--- src/rtl/core/ccs_pkg.sv ---
// ============================================================================
// ccs_pkg - shared types and constants of the closed cardinal spline evaluator
// Command codes, fixed field widths and the control word passed front to back.
// ============================================================================
package ccs_pkg;

    typedef enum logic [1:0]
    {
        CMD_LOAD   = 2'd0,
        CMD_POINT  = 2'd1,
        CMD_DERIV1 = 2'd2,
        CMD_DERIV2 = 2'd3
    } cmd_t;

    localparam int NW         = 9;          // point count width
    localparam int TW         = 17;         // t parameter, Q0.16 plus the 1.0 bit
    localparam int FW         = 16;         // fraction width
    localparam int SW         = 15;         // tension, Q3.12
    localparam int SLOTW      = 8;          // load slot width
    localparam int AVW        = 22;         // s-coefficient of a basis column
    localparam int WW         = 38;         // weight before n scaling, Q.28
    localparam int SCW        = 2 * NW;     // scale factor, up to n squared
    localparam int WSW        = WW + SCW;   // scaled weight
    localparam int LOW        = 27;         // low slice of a scaled weight
    localparam int HIW        = WSW - LOW;  // high, signed slice
    localparam int FRAC_SHIFT = 28;         // Q.44 down to Q.16

    typedef struct packed
    {
        logic              is_load;
        cmd_t              cmd;
        logic [NW-1:0]     seg;
        logic [FW-1:0]     uf;
        logic [SLOTW-1:0]  slot;
    } ccs_ctl_t;

endpackage

--- src/rtl/core/ccs_in_if.sv ---
// ============================================================================
// ccs_in_if - command channel
// valid/ready channel carrying one command beat.
// ============================================================================
interface ccs_in_if #(parameter int CW = 32);
    logic                 valid;
    logic                 ready;
    logic [1:0]           command;
    logic [7:0]           point_index;
    logic signed [CW-1:0] coord_x;
    logic signed [CW-1:0] coord_y;
    logic signed [CW-1:0] coord_z;
    logic [16:0]          t_param;

    modport source (output valid, command, point_index, coord_x, coord_y, coord_z,
                    t_param, input ready);
    modport sink   (input valid, command, point_index, coord_x, coord_y, coord_z,
                    t_param, output ready);
endinterface

--- src/rtl/core/ccs_front.sv ---
// ============================================================================
// ccs_front - command intake
// Accepts beats, splits t*n into segment and fraction, pushes to the queue.
// ============================================================================
module ccs_front #(
    parameter int CW = 32
) (
    ccs_in_if.sink                  in_ch,
    input  logic [ccs_pkg::NW-1:0]  n_eff,
    input  logic                    q_full,
    output logic                    q_push,
    output ccs_pkg::ccs_ctl_t       q_ctl,
    output logic [2:0][CW-1:0]      q_pts
);
    import ccs_pkg::*;

    logic [TW+NW-1:0] prod;
    logic [TW+NW-1:FW] whole;

    assign in_ch.ready = !q_full;
    assign q_push      = in_ch.valid && !q_full;

    assign prod  = in_ch.t_param * n_eff;
    assign whole = prod[TW+NW-1:FW];

    always_comb
    begin
        q_ctl.is_load = (cmd_t'(in_ch.command) == CMD_LOAD);
        q_ctl.cmd     = cmd_t'(in_ch.command);
        // whole part never exceeds n, so one compare does the wrap
        q_ctl.seg     = (whole >= {1'b0, n_eff}) ? '0 : whole[FW+NW-1:FW];
        q_ctl.uf      = prod[FW-1:0];
        q_ctl.slot    = in_ch.point_index;
    end

    assign q_pts = {in_ch.coord_x, in_ch.coord_y, in_ch.coord_z};

endmodule

--- src/flat_wrapper.sv ---
// flat-port wrapper written by rule: the top's interface ports become plain ports
module ccs_front_flat import ccs_pkg::*;
#(
    parameter int CW = 32
)
  (n_eff, q_full, q_push, q_ctl, q_pts, in_ch_valid, in_ch_command, in_ch_point_index, in_ch_coord_x, in_ch_coord_y, in_ch_coord_z, in_ch_t_param, in_ch_ready);
  ccs_in_if #(.CW(CW)) in_ch_i ();
  input  logic [ccs_pkg::NW-1:0] n_eff;
  input  logic q_full;
  output logic q_push;
  output ccs_pkg::ccs_ctl_t q_ctl;
  output logic [2:0][CW-1:0] q_pts;
  input wire logic [$bits(in_ch_i.valid)-1:0] in_ch_valid;
  input wire logic [$bits(in_ch_i.command)-1:0] in_ch_command;
  input wire logic [$bits(in_ch_i.point_index)-1:0] in_ch_point_index;
  input wire logic [$bits(in_ch_i.coord_x)-1:0] in_ch_coord_x;
  input wire logic [$bits(in_ch_i.coord_y)-1:0] in_ch_coord_y;
  input wire logic [$bits(in_ch_i.coord_z)-1:0] in_ch_coord_z;
  input wire logic [$bits(in_ch_i.t_param)-1:0] in_ch_t_param;
  output wire logic [$bits(in_ch_i.ready)-1:0] in_ch_ready;
  assign in_ch_i.valid = in_ch_valid;
  assign in_ch_i.command = in_ch_command;
  assign in_ch_i.point_index = in_ch_point_index;
  assign in_ch_i.coord_x = in_ch_coord_x;
  assign in_ch_i.coord_y = in_ch_coord_y;
  assign in_ch_i.coord_z = in_ch_coord_z;
  assign in_ch_i.t_param = in_ch_t_param;
  assign in_ch_ready = in_ch_i.ready;
  ccs_front #(.CW(CW)) u_core (.in_ch(in_ch_i), .n_eff(n_eff), .q_full(q_full), .q_push(q_push), .q_ctl(q_ctl), .q_pts(q_pts));
endmodule
--- config.mk ---
export PLATFORM = sky130hd
export DESIGN_NAME = ccs_front_flat
export DESIGN_NICKNAME = d
export VERILOG_FILES = /design/src/rtl/core/ccs_pkg.sv /design/src/rtl/core/ccs_in_if.sv /design/src/rtl/core/ccs_front.sv /design/src/flat_wrapper.sv
export SDC_FILE = /design/constraint.sdc
export NUM_CORES = 1
export LEC_CHECK = 0
export ABC_CLOCK_PERIOD_IN_PS = 21200
export BUFFER_PORTS_ARGS = -buffer_cell sky130_fd_sc_hd__buf_2
export CAP_MARGIN = 20
export CORE_MARGIN = 2
export CORE_UTILIZATION = 54
export DETAILED_ROUTE_END_ITERATION = 10
export PLACE_DENSITY = 0.95
export SLEW_MARGIN = 10
export SYNTH_ARGS = -nofsm -noshare
export SYNTH_HDL_FRONTEND = slang
export SYNTH_SLANG_ARGS = --single-unit
--- constraint.sdc ---
create_clock -name vclk -period 21.2
set_clock_uncertainty 0.1 [all_clocks]
set_input_delay 2.12 -clock vclk [all_inputs]
set_output_delay 2.12 -clock vclk [all_outputs]
set_load 0.05 [all_outputs]
==> summary.txt <==
status: completed
compound-cell area share of the yosys netlist: 6.61%
Final Util: 50.6%
Ports: 268
FF+latch count: 0
drt total wl: 12,300 um
drt drc: 0
synthesis-to-finish area growth: -7.37%
Antenna Nets Post-Route: 0
HP Class: in2out
dpl hpwl: 10,300 um
crit-path max cell delay: 0.55 ns
Vias/cell: 5.48
Post-Synth Adder-Cell Area: 47.9%
share of cells above drive strength 1: 11.3%
largest net degree at the start of global routing: 19
main combinational cell family by area after synthesis: adder cells
Fill cells: 1,010
Worst path top cell family by delay: adder cells
footprint of the multi-input gates: 4460 um^2
TritonRoute pass-1 iters: 5
fmax: 95.7 MHz
PostCTS Resize Cnt: 0
XOR/XNOR share of the synthesized area: 3.11%
WL/cell: 15.6 um
Post-Place Worst Slack: 10.78 ns
top-area cell type share of the netlist area: 36.1%
routability cong.: 0.918
CP Class: in2out
Post-Layout Inst Area: 5440 um^2
Die X: 108 um
vias: 4,317
post-synthesis mux area share: 0.170%
initial antenna violation count: 0
part of the Yosys area used for sequential elements: 0%
dpl cell area: 5440 um^2
starting density of the core: 54.6%
Total GRT Usage: 22.5%
final worst slack: 10.75 ns
simple-gate share of the synthesized area: 18.2%
grt total ovfl: 0
Mapped Cells: 720
worst slew pin tran: 0.624 ns
die area: 11,700 um^2
Setup TNS: 0 ns
Die Y: 108 um
row count: 38
critical path launch point type: input pin
core area: 10,700 um^2
crit-path max FO: 18
syn_nets: 1,015
Post-Syn Area: 5870 um^2
cell mode on critical path: ha_1
Slowest-stage cell, CP: fa_1
Synth area leader: fa_1
Register Area: 0 um^2
Post-CTS Setup Inserts: 0
hold buffers post-CTS: 0
Avg Synthesized Cell Area: 8.16 um^2
Max-Cap Viols: 0
vias in the first global route: 4,655
Synth area leaders: fa_1 (36%), buf_4 (14%), ha_1 (12%)
Slew Viols, Final: 0
first-pass GRT wire length: 21,200 um
CP bufs+invs: 5
unrepaired setup endpoints after global routing: no
critical path arrival: 8.23 ns
CLK BUF: 0
count of different cell masters after synthesis: 50
Crit. End Element: output port
Synth Warn #: 0
fin crit period: 10.45 ns
PortBufs: 60
layout net count: 945
antenna cells: 0
# setup viols final: 0
Tcrit/Tclk final: 49.3%
worst endpoint required time: 18.98 ns
Max-slew headroom: 58.1%
1st-iter DRT viols: 205
endpoints failing hold: 0
[synth_stat cells, types with 7 or more instances]
master / count
a21oi_1: 21
and2_1: 59
buf_4: 108
clkbuf_1: 23
fa_1: 106
ha_1: 55
inv_1: 135
nand2_1: 107
nand3_1: 8
nor2_1: 7
o21ai_0: 11
xnor2_1: 11
xor2_1: 8
[layout make-up]
type                            count  area share [%]
Multi-Input combinational cell    453            81.9
Inverter                          135            9.32
Tap cell                          140            3.22
Timing Repair Buffer               60            5.52
[metal layers]
metal  up-vias  global-route usage (%)  share of wire, %
met2       184                    42.0                52
li1       1927                       -                 -
met1      2174                    27.5                39
met3        32                    3.01               7.5
met5         -                       0                 0
met4         0                    5.04               1.9
[worst paths after layout]
check | startpoint | endpoint | slack, ns | depth (start not counted)
max | n_eff[0] | q_ctl[32] | 10.75 | 25
min | in_ch_point_index[3] | q_ctl[3] | 4.14 | 0
[layout by cell type, fill, tap and decap left out, types with 2 or more instances in the layout]
master | synthesis | final
nand2b_1 | 4 | 4
fa_1 | 106 | 106
a21o_1 | 4 | 4
nand2_1 | 107 | 107
a21oi_2 | 2 | 2
nand3_1 | 8 | 8
inv_1 | 135 | 135
xor2_1 | 8 | 8
nor3_1 | 2 | 2
ha_1 | 55 | 55
o21bai_1 | 2 | 2
and2_1 | 59 | 59
o21ai_0 | 11 | 11
buf_2 | 0 | 60
o211ai_1 | 3 | 3
nor2_1 | 7 | 7
nor2b_1 | 5 | 5
nand4_1 | 2 | 2
nor3b_1 | 6 | 6
and3_1 | 4 | 4
xnor2_1 | 11 | 11
a21oi_1 | 21 | 21
[stage by stage]
stage,hold slack (ns),std cells
2_1_floorplan,4.31,720
5_1_grt,4.14,788
6_report,4.14,788
4_1_cts,4.14,788
3_5_place_dp,4.14,788
3_3_place_gp,4.14,788
[cell families (layout without fill, tap and decap cells)]
kind of cell    after synthesis  count (layout)
buf+inv                     267             195
simple gates                212             212
fa+ha+maj                   161             161
compound gates               59              59
xor+xnor                     20              20
mux                           1               1
Power is left out: the tool's default activity adds up to more than one toggle a clock period on the data nets, which glitch-free logic cannot reach.
