File: config.mk
export PLATFORM = sky130hd
export DESIGN_NAME = ccs_queue
export DESIGN_NICKNAME = d
export VERILOG_FILES = /design/src/rtl/core/ccs_queue.sv
export SDC_FILE = /design/constraint.sdc
export NUM_CORES = 1
export LEC_CHECK = 0
export BUFFER_PORTS_ARGS = -buffer_cell sky130_fd_sc_hd__buf_4
export CAP_MARGIN = 10
export CORE_ASPECT_RATIO = 1.4
export CORE_MARGIN = 1.5
export CORE_UTILIZATION = 45
export DETAILED_ROUTE_END_ITERATION = 10
export GPL_TIMING_DRIVEN = 0
export PLACE_DENSITY = 0.65
export SLEW_MARGIN = 20
export SYNTH_ARGS = -nofsm -noshare
export SYNTH_HDL_FRONTEND = slang
export SYNTH_SLANG_ARGS = --single-unit
File: constraint.sdc
create_clock -name clk -period 1.4 [get_ports clk]
set_input_delay 0.28 -clock clk [delete_from_list [all_inputs] [get_ports clk]]
set_output_delay 0.28 -clock clk [all_outputs]
set_load 0.01 [all_outputs]
File: src/rtl/core/ccs_queue.sv
// ============================================================================
// ccs_queue - small FIFO between front and back
// Register-based, power-of-two depth, head visible combinationally.
// ============================================================================
module ccs_queue #(
    parameter int W     = 8,
    parameter int DEPTH = 4
) (
    input  logic         clk,
    input  logic         rst_n,
    input  logic         push,
    input  logic [W-1:0] wdata,
    input  logic         pop,
    output logic [W-1:0] rdata,
    output logic         full,
    output logic         empty
);
    localparam int PW = $clog2(DEPTH);

    logic [W-1:0]  mem_reg [DEPTH];
    logic [PW-1:0] wp_reg;
    logic [PW-1:0] rp_reg;
    logic [PW:0]   cnt_reg;

    assign full  = (cnt_reg == (PW+1)'(DEPTH));
    assign empty = (cnt_reg == '0);
    assign rdata = mem_reg[rp_reg];

    always_ff @(posedge clk or negedge rst_n)
    begin
        if (!rst_n)
        begin
            wp_reg  <= '0;
            rp_reg  <= '0;
            cnt_reg <= '0;
        end
        else
        begin
            if (push)
                wp_reg <= wp_reg + 1'b1;
            if (pop)
                rp_reg <= rp_reg + 1'b1;
            if (push && !pop)
                cnt_reg <= cnt_reg + 1'b1;
            else if (pop && !push)
                cnt_reg <= cnt_reg - 1'b1;
        end
    end

    always_ff @(posedge clk)
    begin
        if (push)
            mem_reg[wp_reg] <= wdata;
    end

endmodule

==> results of run 1 <==
## cell families after synthesis
group                      synth area share
adders and majority gates            0.0534
muxes                                 0.124
DFF                                   0.734
buffers and inverters                0.0202
and+or+nand+nor                      0.0315
xor gates and xnor gates             0.0340
AOI/OAI and AO/OA                   0.00323
## layout make-up
type	count	area, µm²	share of cell area
Multi-Input combinational cell	31	394	0.206
Timing Repair Buffer	24	213	0.111
Buffer	2	20.0	0.0105
Tap cell	40	50.0	0.0262
Clock buffer	6	72.6	0.0380
Inverter	4	15.0	0.00786
Clock inverter	2	7.51	0.00393
Sequential cell	39	1140	0.596
## cells in the final DEF (no fill, tap or decap)
master         synthesis  routed
dfrtp_1                7       5
dlygate4sd3_1          0       1
mux2_2                 1       1
buf_4                  0      15
clkbuf_1               0       1
nor3b_2                0       1
buf_6                  1       8
and2_2                 0       3
edfxtp_1              32      32
ha_1                   5       4
ha_2                   0       1
xnor2_1                2       2
o21ai_0                1       1
xor2_1                 4       4
fa_2                   0       1
clkbuf_8               0       5
dfrtp_2                0       2
clkinv_1               0       2
and2_1                 4       1
mux4_2                 8       8
nand2_1                2       2
nor3_1                 1       1
nor2_1                 1       1
inv_1                  4       4
buf_8                  0       1
buf_2                  1       1
## metrics by stage
stage,TNS (ps),hold slack [ps],util
finish,-2710,188,0.571
global route,-3120,181,0.571
CTS,-2870,182,0.567
detailed placement,-1360,97.1,0.524
global placement,-722,96.2,0.524
floorplan,0,-15.6,-
## where the power goes
| group | internal [µW] | leakage (µW) | switching (µW) | total (µW) |
|---|---|---|---|---|
| registers | 1560 | 0.000374 | 133 | 1700 |
| logic | 802 | 0.000302 | 601 | 1400 |
| clock network | 339 | 0.0000403 | 336 | 675 |
| total | 2700 | 0.000716 | 1070 | 3770 |
## worst max-delay path by stage
stage / from / end / slack, ps / cells after the start
floorplan: pop / cnt_reg[2] / 40 / 7
global placement: pop / cnt_reg[2] / -150 / 8
detailed placement: pop / cnt_reg[2] / -240 / 8
CTS: rp_reg[0] / rdata[2] / -370 / 3
global route: rp_reg[0] / rdata[2] / -400 / 3
finish: rp_reg[0] / rdata[2] / -350 / 3
## worst max-delay path: stages, from the launching register on
cell and delay [ps]:
dfrtp_1 360, buf_8 160, mux4_2 530, buf_6 140
## timing repair
item,CTS,global route
pin swaps,1,4
endpoints found under the setup margin,34,11
hold buffers,1,0
resized for setup,15,2
endpoints found under the hold margin,7,0
buffers inserted,1,1
## routing by layer
metal	share of wire	vias to the layer above
li1	-	345
met1	0.35	384
met2	0.58	20
met3	0.047	6
met4	0.023	0
met5	0	-
==> impl_metrics.ini, run 1 <==
[grt]
grt_pass1_wl_um = 3620
globalRouteMet2Util = 0.267
grt.total_usage = 0.145
grt_overflow = 0
grt_util_met3 = 0.0556
top_usage_layer = met2
antenna_found_initial = 0
grt_pass1_vias = 790
met1_usage = 0.133
grt_max_degree = 12

[floorplanning]
die-area_um2 = 3810
rows = 25
die_h_um = 72.4
die_w_um = 52.6
start_util = 0.462
core_um2 = 3350
ios = 22

[timing]
setup_slack_ps = -350
max_slew_margin = 0.721
timing.final.crit_share = 1.25
rsz0062_at_grt = yes
min_period_ps = 1750
slew_violations = 0
skew_ps = 8.13
timing_hold_violations_final = 0
setup_viol = 8
tightest_slew_ps = 418
fmax_mhz = 571

[critical_path]
reg2regPathDepth = 4
r2r-start = cnt_reg[1]
r2r_setup_slack_ps = 90
worstPathArrival_ps = 1470
crit_type = flop to primary output
critPathMaxFanout = 9
crit_required_ps = 1120
critPathCaptureType = primary output
start_kind = flop
rr_endpoint = cnt_reg[2]

[place]
gp_congestion = 0.620
portBuffers = 21
dp_cells = 137
dp_hpwl_um = 1600
place_worst_setup_slack_ps = -245
place_area_um2 = 1760

[cells_and_area]
fin_area_um2 = 1910
fin_cells = 148
area_delta_synth_final_pct = 23.4
largest_reg_flops = 32
fillers = 263
diodes = 0
drive_above_1_share = 0.435
final_nets = 125

[logic_synthesis]
yosysTopAreaCell = edfxtp_1
ys_async_sr_fraction = 0.179
yosys-top-cells-count = edfxtp_1 (32), mux4_2 (8), dfrtp_1 (7), ha_1 (5)
netlist_top_cells_area = edfxtp_1 (62%), mux4_2 (12%), dfrtp_1 (11%)
synth.most_common_cell = edfxtp_1
yosysWarningCount = 0
synth.distinct_cells = 17
yosys.area.top_type_share = 0.621
synth_edf_count = 32
syn_area_um2 = 1550
synth-seq-cells = 39
synthFlopType = edfxtp_1
synth_nets = 94
seq_area_frac_synth = 0.734
syn_inst = 76
syn_area_per_cell_um2 = 20.4

[drt]
drc = 0
wire_per_inst_um = 15.5
routed_wl_um = 2300
postRouteAntennaNets = 0
firstDrtPassIters = 4
viasPerCell = 5.10
drtIter0Drc = 4
vias = 755

[cts]
cts-root-buf = clkbuf_8
numCtsBuffers = 5
clockBufferDepth = 2
cts_num_sinks = 39
path_clk_slew_ps = 60
cts_tree = built
clock_latency_ps = 280
htreeDepth = 2

[min_path]
holdPathStages = 2
hold-path-endpoint = rp_reg[0]
hp-class = input pin to flop
min_from = pop

[job]
cap_violations = 0

[power_and_ir_drop]
cellLeakagePower_uw = 0.000716
power_density_nw_per_um2 = 1980
ir_worst_vdd_uv = 1110
power_uw = 3770

[outcome]
violations = setup timing
status = finished with violations
No activity file was read; power rests on OpenSTA's default activity.
==> run 2: changes to the inputs <==
SETUP_SLACK_MARGIN = 0.3   (was not set)
SKIP_LAST_GASP = 1   (was not set)
==> impl_metrics.ini, run 2 (same netlist as run 1, synthesis figures left out) <==
[power_and_ir_drop]
swShare = 0.294
p_seq_frac = 0.437
power_density_nw_per_um2 = 1980
power.share.combinational = 0.383
switchingPower_uw = 1150
intPower_uw = 2760
ir_worst_vdd_uv = 1290
cellLeakagePower_uw = 0.000729
power_uw = 3910
clkPwrFrac = 0.180

[timing]
fmax_mhz = 571
hold_ws_ps = 193
rsz0062_at_grt = yes
slew_violations = 0
setup_viol = 8
max_slew_margin = 0.845
tightest_slew_ps = 232
setup_slack_ps = -352
timing.final.crit_share = 1.25
min_period_ps = 1750
timing_hold_violations_final = 0
skew_ps = 2.13

[place]
gp_congestion = 0.691
portBuffers = 21
dp_hpwl_um = 1580
place_area_um2 = 1780
place_worst_setup_slack_ps = -95.1

[cells_and_area]
area_delta_synth_final_pct = 27.9
fin_area_um2 = 1980
diodes = 0
mostFrequentLayoutCell = edfxtp_1
drive_above_1_share = 0.545
layout_common_cells = edfxtp_1 (32), buf_4 (26), mux4_2 (8)
largest_reg_flops = 32
final_nets = 129

[critical_path]
crit_required_ps = 1120
max_stage_delay_ps = 510
slowest_stage = mux4_2
cp_cell_sequence = buf_8, mux4_2, buf_4
critPathCaptureType = primary output
worstPathArrival_ps = 1470
critPathMaxFanout = 9
crit_type = flop to primary output
start_kind = flop

[cts]
cts_tree = built
htreeDepth = 2
numCtsBuffers = 5
cts-root-buf = clkbuf_8
clock_latency_ps = 280
cts_num_sinks = 39
clockBufferDepth = 2
path_clk_slew_ps = 70

[drt]
wire_per_inst_um = 15.8
viasPerCell = 4.97
routed_wl_um = 2400
vias = 756
drc = 0
postRouteAntennaNets = 0
drtIter0Drc = 10
firstDrtPassIters = 4

[floorplanning]
core_um2 = 3350
rows = 25
ios = 22
start_util = 0.462
die_h_um = 72.4
die_w_um = 52.6
die-area_um2 = 3810

[outcome]
status = finished with violations
violations = setup timing

[grt]
grt_pass1_wl_um = 3880
grt_overflow = 0
antenna_found_initial = 0
grt.total_usage = 0.152
grt_max_degree = 12
grt_pass1_vias = 809

[job]
cap_violations = 0

[min_path]
hp-class = input pin to flop
run 2: cell count changes in the layout (fill, tap and decap cells not counted), moves of 3 or more:
cell / delta
ha_1: -3
ha_4: +4
inv_1: -4
and2_2: -3
buf_4: +11
buf_6: -7
and2_4: +4
run 2: critical path, delay by kind of cell (launching register included):
kind     cells  cell delay (ps)
flops        1              360
mux          1              510
buf+inv      2              320
run 2: layer usage:
layer | share of wire | track usage | vias up | wire length, µm
met1 | 0.39 | 0.171 | 375 | 945
met4 | 0.026 | 0.0855 | 0 | 62
li1 | - | - | 355 | -
met2 | 0.54 | 0.247 | 19 | 1290
met3 | 0.043 | 0.0514 | 7 | 103
met5 | 0 | 0 | - | 0
run 2: through the flow:
stage / setup TNS (ps) / instances / util
2_1_floorplan: 0 / 76 / -
3_3_place_gp: -508 / 137 / 0.532
3_5_place_dp: -638 / 137 / 0.532
4_1_cts: -2870 / 150 / 0.581
5_1_grt: -3100 / 152 / 0.591
6_report: -2680 / 152 / 0.591
run 2: final timing paths:
kind                       startpoint            end  slack [ps]  cells past startpoint
max reg2reg                cnt_reg[0]     cnt_reg[2]         100                      4
max                         rp_reg[0]       rdata[6]        -350                      3
min in group asynchronous       rst_n      wp_reg[1]         340                      2
min reg2reg                cnt_reg[2]     cnt_reg[2]         520                      1
max in group asynchronous       rst_n     cnt_reg[1]         920                      2
min                          wdata[4]  mem_reg[1][4]         190                      1
run 2: final cells by class:
cell class                 instances  area (µm²)
tap                               40        50.0
fill                             258        1370
inverter                           4        20.0
multi-input combinational         31         453
timing repair buffer              28         216
buffer                             2        20.0
clock buffer                       8        80.1
sequential                        39        1140
run 2: power by group through the flow:
| stage | registers, µW | logic, µW | clock network, µW |
|---|---|---|---|
| after floorplan | 1670 | 823 | 0 |
| after global placement | 1690 | 1240 | 0 |
| after detailed placement | 1710 | 1270 | 0 |
| after CTS | 1700 | 1440 | 724 |
| after global routing | 1740 | 1630 | 756 |
| final | 1710 | 1500 | 703 |
run 2: repair_timing:
item | CTS | global route
buffers inserted | 4 | 2
setup endpoints to repair | 44 | 36
hold endpoints to repair | 7 | 0
hold buffers | 1 | 0
gates resized for setup | 13 | 5
pin swaps | 4 | 2
